--- config.mk ---
export PLATFORM = sky130hd
export DESIGN_NAME = char_lcd_nibble_write_sequencer_core
export DESIGN_NICKNAME = d
export VERILOG_FILES = /design/src/sv/clnws_pkg.sv /design/src/sv/clnws_ctrl.sv /design/src/sv/clnws_datapath.sv /design/src/sv/char_lcd_nibble_write_sequencer_core.sv
export VERILOG_INCLUDE_DIRS = /design/src /design/src/sv
export SDC_FILE = /design/constraint.sdc
export NUM_CORES = 1
export LEC_CHECK = 0
export ABC_AREA = 1
export BUFFER_PORTS_ARGS = -buffer_cell sky130_fd_sc_hd__buf_2
export CORE_UTILIZATION = 54
export DETAILED_ROUTE_END_ITERATION = 8
export HOLD_SLACK_MARGIN = 0.15
export PLACE_DENSITY = 0.76
export SYNTH_ARGS = -nofsm -noshare
export SYNTH_HDL_FRONTEND = slang
export SYNTH_SLANG_ARGS = --single-unit
--- constraint.sdc ---
create_clock -name clk -period 2 [get_ports clk]
set_clock_uncertainty 0.05 [all_clocks]
set_input_delay 0.4 -clock clk [delete_from_list [all_inputs] [get_ports clk]]
set_output_delay 0.4 -clock clk [all_outputs]
set_load 0.005 [all_outputs]
--- src/sv/char_lcd_nibble_write_sequencer_core_macros.svh ---
// Assertion macros for the LCD nibble write sequencer.
`ifndef CHAR_LCD_NIBBLE_WRITE_SEQUENCER_CORE_MACROS_SVH
`define CHAR_LCD_NIBBLE_WRITE_SEQUENCER_CORE_MACROS_SVH

// Same-cycle implication.
`define CLNWS_ASSERT_NOW(label, ante, cons, msg) \
    label: assert property (@(posedge clk) disable iff (!rst_n) (ante) |-> (cons)) \
        else $error(msg);

// Next-cycle implication.
`define CLNWS_ASSERT_NEXT(label, ante, cons, msg) \
    label: assert property (@(posedge clk) disable iff (!rst_n) (ante) |=> (cons)) \
        else $error(msg);

`endif

--- src/sv/clnws_pkg.sv ---
// Types and constants shared by the LCD nibble write sequencer.
`timescale 1ns / 1ps
package clnws_pkg;

    localparam int COLUMNS = 16;

    localparam logic [13:0] T_SETUP   = 14'd20;
    localparam logic [13:0] T_EN_HIGH = 14'd40;
    localparam logic [13:0] T_EN_LOW  = 14'd5;
    localparam logic [13:0] T_SHORT   = 14'd50;
    localparam logic [13:0] T_LONG    = 14'd1600;
    localparam logic [13:0] T_POWERUP = 14'd16000;

    localparam logic [2:0] STEP_HI_SETUP  = 3'd0;
    localparam logic [2:0] STEP_HI_EN_LOW = 3'd2;
    localparam logic [2:0] STEP_POST      = 3'd6;
    localparam logic [2:0] INIT_LAST_BYTE = 3'd6;

    typedef enum logic [2:0] {
        OP_INIT     = 3'd0,
        OP_DISP_ON  = 3'd1,
        OP_DISP_OFF = 3'd2,
        OP_CLEAR    = 3'd3,
        OP_HOME     = 3'd4,
        OP_CURSOR   = 3'd5,
        OP_PRINT    = 3'd6
    } op_t;

    typedef struct packed {
        logic [2:0] operation;
        logic       row;
        logic [3:0] col;
        logic [7:0] character;
    } in_t;

    typedef struct packed {
        logic        reg_select;
        logic [3:0]  nibble;
        logic        enable;
        logic [13:0] hold_us;
        logic        last;
    } out_t;

    typedef struct packed {
        logic       load;
        logic       emit;
        logic       powerup;
        logic [2:0] byte_idx;
        logic [2:0] step;
        logic       last;
    } cmd_t;

    typedef struct packed {
        logic out_free;
        logic op_init;
        logic op_byte;
        logic high_only;
    } stat_t;

endpackage

--- src/sv/clnws_ctrl.sv ---
// Controller state machine that walks the bytes and pin steps of an operation.
`timescale 1ns / 1ps
module clnws_ctrl
    import clnws_pkg::*;
(
    input  logic  clk,
    input  logic  rst_n,
    input  logic  in_valid,
    output logic  in_stall,
    input  stat_t stat,
    output cmd_t  cmd
);

    typedef enum logic [1:0] {
        ST_IDLE,
        ST_DECODE,
        ST_POWERUP,
        ST_BYTE
    } state_t;

    state_t     state_reg, state_next;
    logic [2:0] byte_reg, byte_next;
    logic [2:0] step_reg, step_next;
    logic       last_byte;

    assign last_byte = !stat.op_init || (byte_reg == INIT_LAST_BYTE);

    always_comb
    begin
        state_next   = state_reg;
        byte_next    = byte_reg;
        step_next    = step_reg;
        cmd          = '0;
        cmd.byte_idx = byte_reg;
        cmd.step     = step_reg;
        cmd.last     = (step_reg == STEP_POST) && last_byte;
        unique case (state_reg)
            ST_IDLE:
            begin
                cmd.load = in_valid;
                if (in_valid)
                begin
                    state_next = ST_DECODE;
                end
            end
            ST_DECODE:
            begin
                byte_next = '0;
                step_next = STEP_HI_SETUP;
                if (stat.op_init)
                begin
                    state_next = ST_POWERUP;
                end
                else if (stat.op_byte)
                begin
                    state_next = ST_BYTE;
                end
                else
                begin
                    state_next = ST_IDLE;
                end
            end
            ST_POWERUP:
            begin
                cmd.emit    = stat.out_free;
                cmd.powerup = 1'b1;
                cmd.last    = 1'b0;
                if (stat.out_free)
                begin
                    state_next = ST_BYTE;
                end
            end
            ST_BYTE:
            begin
                cmd.emit = stat.out_free;
                if (stat.out_free)
                begin
                    if (step_reg == STEP_POST)
                    begin
                        if (last_byte)
                        begin
                            state_next = ST_IDLE;
                        end
                        else
                        begin
                            byte_next = byte_reg + 3'd1;
                            step_next = STEP_HI_SETUP;
                        end
                    end
                    else if ((step_reg == STEP_HI_EN_LOW) && stat.high_only)
                    begin
                        step_next = STEP_POST;
                    end
                    else
                    begin
                        step_next = step_reg + 3'd1;
                    end
                end
            end
            default:
            begin
                state_next = ST_IDLE;
            end
        endcase
    end

    always_ff @(posedge clk or negedge rst_n)
    begin
        if (!rst_n)
        begin
            state_reg <= ST_IDLE;
            byte_reg  <= '0;
            step_reg  <= '0;
            in_stall  <= 1'b0;
        end
        else
        begin
            state_reg <= state_next;
            byte_reg  <= byte_next;
            step_reg  <= step_next;
            in_stall  <= (state_next != ST_IDLE);
        end
    end

endmodule

--- src/sv/clnws_datapath.sv ---
// Datapath: operation latch, byte selection, pin state build and output register.
`timescale 1ns / 1ps
module clnws_datapath
    import clnws_pkg::*;
(
    input  logic  clk,
    input  logic  rst_n,
    input  in_t   in_data,
    input  logic  out_stall,
    output logic  out_valid,
    output out_t  out_data,
    input  cmd_t  cmd,
    output stat_t stat
);

    localparam logic [7:0] CMD_FUNC_8BIT = 8'h30;
    localparam logic [7:0] CMD_FUNC_4BIT = 8'h2C;
    localparam logic [7:0] CMD_DISP_OFF  = 8'h08;
    localparam logic [7:0] CMD_CLEAR     = 8'h01;
    localparam logic [7:0] CMD_ENTRY     = 8'h06;
    localparam logic [7:0] CMD_DISP_ON   = 8'h0C;
    localparam logic [7:0] CMD_HOME      = 8'h03;
    localparam logic [7:0] CMD_LINE1     = 8'h80;
    localparam logic [7:0] CMD_LINE2     = 8'hC0;

    in_t         op_reg;
    logic        out_valid_reg, out_valid_next;
    out_t        out_data_reg, out_data_next;
    logic [3:0]  col_mod;
    logic [7:0]  value;
    logic        rs;
    logic        high_only;
    logic [13:0] post;
    out_t        pin;

    assign col_mod = (32'(op_reg.col) >= COLUMNS) ? (op_reg.col - 4'(COLUMNS)) : op_reg.col;

    always_comb
    begin
        value     = '0;
        rs        = 1'b0;
        high_only = 1'b0;
        post      = T_SHORT;
        case (op_reg.operation)
            OP_INIT:
            begin
                case (cmd.byte_idx)
                    3'd0: value = CMD_FUNC_8BIT;
                    3'd1:
                    begin
                        value     = CMD_FUNC_4BIT;
                        high_only = 1'b1;
                    end
                    3'd2: value = CMD_FUNC_4BIT;
                    3'd3: value = CMD_DISP_OFF;
                    3'd4:
                    begin
                        value = CMD_CLEAR;
                        post  = T_LONG;
                    end
                    3'd5: value = CMD_ENTRY;
                    default: value = CMD_DISP_ON;
                endcase
            end
            OP_DISP_ON:  value = CMD_DISP_ON;
            OP_DISP_OFF: value = CMD_DISP_OFF;
            OP_CLEAR:
            begin
                value = CMD_CLEAR;
                post  = T_LONG;
            end
            OP_HOME:
            begin
                value = CMD_HOME;
                post  = T_LONG;
            end
            OP_CURSOR:   value = (op_reg.row ? CMD_LINE2 : CMD_LINE1) + {4'd0, col_mod};
            OP_PRINT:
            begin
                value = op_reg.character;
                rs    = 1'b1;
            end
            default:     value = '0;
        endcase
    end

    always_comb
    begin
        pin            = '0;
        pin.reg_select = rs;
        pin.last       = cmd.last;
        if (cmd.powerup)
        begin
            pin.reg_select = 1'b0;
            pin.hold_us    = T_POWERUP;
        end
        else
        begin
            case (cmd.step)
                3'd0, 3'd3: pin.hold_us = T_SETUP;
                3'd1:
                begin
                    pin.nibble  = value[7:4];
                    pin.enable  = 1'b1;
                    pin.hold_us = T_EN_HIGH;
                end
                3'd2:
                begin
                    pin.nibble  = value[7:4];
                    pin.hold_us = T_EN_LOW;
                end
                3'd4:
                begin
                    pin.nibble  = value[3:0];
                    pin.enable  = 1'b1;
                    pin.hold_us = T_EN_HIGH;
                end
                3'd5:
                begin
                    pin.nibble  = value[3:0];
                    pin.hold_us = T_EN_LOW;
                end
                default: pin.hold_us = post;
            endcase
        end
    end

    assign stat.out_free  = !out_valid_reg || !out_stall;
    assign stat.op_init   = (op_reg.operation == OP_INIT);
    assign stat.op_byte   = (op_reg.operation != OP_INIT) && (op_reg.operation <= OP_PRINT);
    assign stat.high_only = high_only;

    always_comb
    begin
        out_valid_next = out_valid_reg;
        out_data_next  = out_data_reg;
        if (cmd.emit)
        begin
            out_valid_next = 1'b1;
            out_data_next  = pin;
        end
        else if (!out_stall)
        begin
            out_valid_next = 1'b0;
        end
    end

    always_ff @(posedge clk or negedge rst_n)
    begin
        if (!rst_n)
        begin
            out_valid_reg <= 1'b0;
        end
        else
        begin
            out_valid_reg <= out_valid_next;
        end
    end

    always_ff @(posedge clk)
    begin
        out_data_reg <= out_data_next;
        if (cmd.load)
        begin
            op_reg <= in_data;
        end
    end

    assign out_valid = out_valid_reg;
    assign out_data  = out_data_reg;

endmodule

--- src/sv/char_lcd_nibble_write_sequencer_core.sv ---
// Top level of the LCD nibble write sequencer: controller plus datapath.
// Input channel (in_valid / in_stall / in_data): one beat carries one operation
// (init, display on/off, clear, home, cursor, print) with row, col, character.
// Output channel (out_valid / out_stall / out_data): one beat per pin state on the
// 4-bit LCD bus (reg_select, nibble, enable, hold_us, last); last marks the
// final pin state of the operation.
// An operation is taken in the idle state and decoded in the cycle after, then its
// pin states leave the output register one per cycle while the output does not
// stall: 7 beats for a single byte, 47 for init, none for operation code 7. The
// input stalls while an operation is being sequenced and reopens as soon as the
// last beat sits in the output register.
// A stall on the output holds the current beat and freezes the sequencer.
// Reset (rst_n low, asynchronous) empties the output register and returns the
// controller to idle with the input open.
`timescale 1ns / 1ps
`include "char_lcd_nibble_write_sequencer_core_macros.svh"
module char_lcd_nibble_write_sequencer_core
    import clnws_pkg::*;
(
    input  logic clk,
    input  logic rst_n,
    input  logic in_valid,
    output logic in_stall,
    input  in_t  in_data,
    output logic out_valid,
    input  logic out_stall,
    output out_t out_data
);

    cmd_t  cmd;
    stat_t stat;

    clnws_ctrl u_ctrl (
        .clk      (clk),
        .rst_n    (rst_n),
        .in_valid (in_valid),
        .in_stall (in_stall),
        .stat     (stat),
        .cmd      (cmd)
    );

    clnws_datapath u_datapath (
        .clk       (clk),
        .rst_n     (rst_n),
        .in_data   (in_data),
        .out_stall (out_stall),
        .out_valid (out_valid),
        .out_data  (out_data),
        .cmd       (cmd),
        .stat      (stat)
    );

    `CLNWS_ASSERT_NOW(a_emit_free, cmd.emit, stat.out_free, "emit over a held beat")
    `CLNWS_ASSERT_NEXT(a_accept_busy, in_valid && !in_stall, in_stall, "input open after accept")
    `CLNWS_ASSERT_NEXT(a_last_reopen, cmd.emit && cmd.last, !in_stall, "input closed after last beat")
    `CLNWS_ASSERT_NOW(a_strobe_hold, out_valid && out_data.enable, out_data.hold_us == T_EN_HIGH,
        "enable beat with wrong hold")

endmodule

==> metrics.yaml <==
status: "complete, no violations"
clockBufferDepth: 2
worstSetupEndpointType: "flop"
dpl.hpwl_mm: 2.698
cts_made_buffers: 5
hold_viol_final: 0
worst-path-max-fanout: 4
avgSynthCellArea_sq_um: 9.826
die_h_microns: 63.96
synth_cells: 211
start_kind: "flop"
setup_viol: 0
worst_pin_slew_ns: 0.5019
power_density_nw_per_um2: 1200
clock_latency_ns: 0.29
fin_setup_tns_ns: 0
critPathKind: "flop to flop"
worst-endpoint-required_ns: 1.98
cts-root-buf: "clkbuf_8"
use_met3_pct: 4.821
synth_area_sq_um: 2073
diodes: 0
drtIter0Drc: 56
ys_warn_count: 0
synthArstFlopShare_pct: 23.81
viasPerCell: 5.020
synth_nets: 237
pwr-share-clk_pct: 18.0
max-cap-violations: 0
grt_usage_pct: 19.89
cts_hold_buffers: 1
vias: 1531
initial_core_util_pct: 56.63
synth_seq_cells: 42
io_pins: 43
grt_pass1_wl_mm: 6.072
rows: 22
grt_busiest_layer: "met2"
p_leak_nw: 1.094
grt_antenna_before_repair: 0
die_area_sq_um: 4091
first_pass_iters: 4
drc: 0
gp_congestion: 0.9253
die_w_microns: 63.96
dpl.cell_count: 296
yosysMostFrequentCell: "nand2_1"
synthTopCellsByArea: "edfxtp_1 46%, dfrtp_1 12%, nand2_1 11%"
fin_crit_ns: 1.671
drive_gt1_share_pct: 25.68
io_buffers: 41
wl_per_cell_microns: 11.51
synth_flop_cell: "edfxtp_1"
synth_common_cells: "58 x nand2_1, 32 x edfxtp_1, 27 x inv_1"
synth_top_area_share_pct: 46.35
clk_pin_slew_ns: 0.08
rsz0062_at_grt: "false"
cts_htree_levels: 2
fin_area_sq_um: 2407
met1_usage_pct: 25.06
critPathArrivalTime_ns: 1.65
synth_edf_count: 32
wl_mm: 3.511
grt_pass1_vias: 1424
grt_use_met2_pct: 32.71
coreArea_sq_um: 3661
cts_setup_buffers: 0
cts_tree: "done"
syn_to_final_growth_pct: 16.11
fmax_ghz: 0.5984
yosysSeqAreaShare_pct: 58.42
relSlewSlack_pct: 66.50
combinationalPowerShare_pct: 35.1
largest_reg_flops: 16
p_sw_share_pct: 35.21
power_switching_w: 0.001017
pwr-share-seq_pct: 46.9
final_nets: 282
period_share_pct: 83.55
intPower_w: 0.001872
fin_cells: 305
synthDistinctLibCells: 28
hold_class: "input port to flop"
globalRouteOverflowTotal: 0
drv_slew: 0
ir_drop_v: 0.0005387
cts_resized: 0
ant_nets: 0
clkSinkCount: 42
synth_top_area_cell: "edfxtp_1"
grt_max_degree: 18
placed_cell_area_sq_um: 2311
## worst max-delay path, stage by stage, from the launching register on
cell and delay (ns):
dfrtp_1 0.40, inv_1 0.08, ha_1 0.21, o21ai_0 0.30, o211ai_1 0.14, nand2_1 0.08, nand2_1 0.05, nand2_1 0.05
a21oi_1 0.05
## final timing paths
kind / from / to / slack, ns / cells past startpoint
max: u_ctrl.byte_reg[1] / u_datapath.out_data[18] / 0.33 / 8
min: in_data[5] / u_datapath.op_reg[5] / 0.23 / 1
max reg2reg: u_ctrl.byte_reg[1] / u_datapath.out_data[18] / 0.33 / 8
min reg2reg: u_ctrl.byte_reg[0] / u_ctrl.byte_reg[0] / 0.51 / 1
max in group asynchronous: rst_n / u_ctrl.byte_reg[0] / 1.26 / 2
min in group asynchronous: rst_n / u_ctrl.byte_reg[1] / 0.45 / 2
## cells by family after synthesis
| family | count (synthesis) | share of synthesized area [%] |
|---|---|---|
| flops | 42 | 58.42 |
| other cells | 1 | 0.1809 |
| buf+inv | 34 | 7.121 |
| fa+ha+maj | 6 | 3.621 |
| compound gates | 31 | 9.113 |
| simple gates | 97 | 21.55 |
## placed cells by master, fill, tap and decap left out, drive strengths merged
cell,instances
dlygate4sd3,1
clkinv,2
buf,43
nand2,62
edfxtp,32
inv,28
nor2,22
o21ai,14
ha,6
dfrtp,10
conb,1
nand3,7
a31oi,2
a21oi,13
nand4,3
nor3,2
nand3b,1
o211ai,2
clkbuf,6
## power groups by stage
stage | Combinational [W] | Sequential [W] | Clock (W)
floorplan | 0.000694 | 0.00139 | 0
global placement | 0.000994 | 0.00137 | 0
detailed placement | 0.00101 | 0.00138 | 0
CTS | 0.00102 | 0.00136 | 0.000535
global route | 0.00118 | 0.00138 | 0.000570
finish | 0.00101 | 0.00136 | 0.000520
## stage by stage
step / hold slack, ns / total power (W) / setup slack, ns / util [%]
finish: 0.2263 / 0.002890 / 0.3289 / 65.76
global route: 0.2171 / 0.003134 / 0.2271 / 65.76
CTS: 0.2184 / 0.002914 / 0.3390 / 65.76
detailed placement: 0.2192 / 0.002393 / 0.3555 / 63.12
global placement: 0.2135 / 0.002363 / 0.3891 / 63.12
floorplan: 0.05441 / 0.002083 / 0.1877 / -
## final cells by class
cell class,instances,area [sq um]
fill,302,1254
sequential,42,1211
multi-input combinational,135,714.4
timing repair buffer,44,230.2
inverter,28,105.1
clock buffer,6,72.57
tap,48,60.06
clock inverter,2,13.76
## metal layers
metal / vias to the layer above / wire, microns
met4: 0 / 61
met3: 7 / 203
met1: 689 / 1555
met5: - / 0
met2: 55 / 1690
li1: 780 / -
No activity file was read; power rests on OpenSTA's default activity.
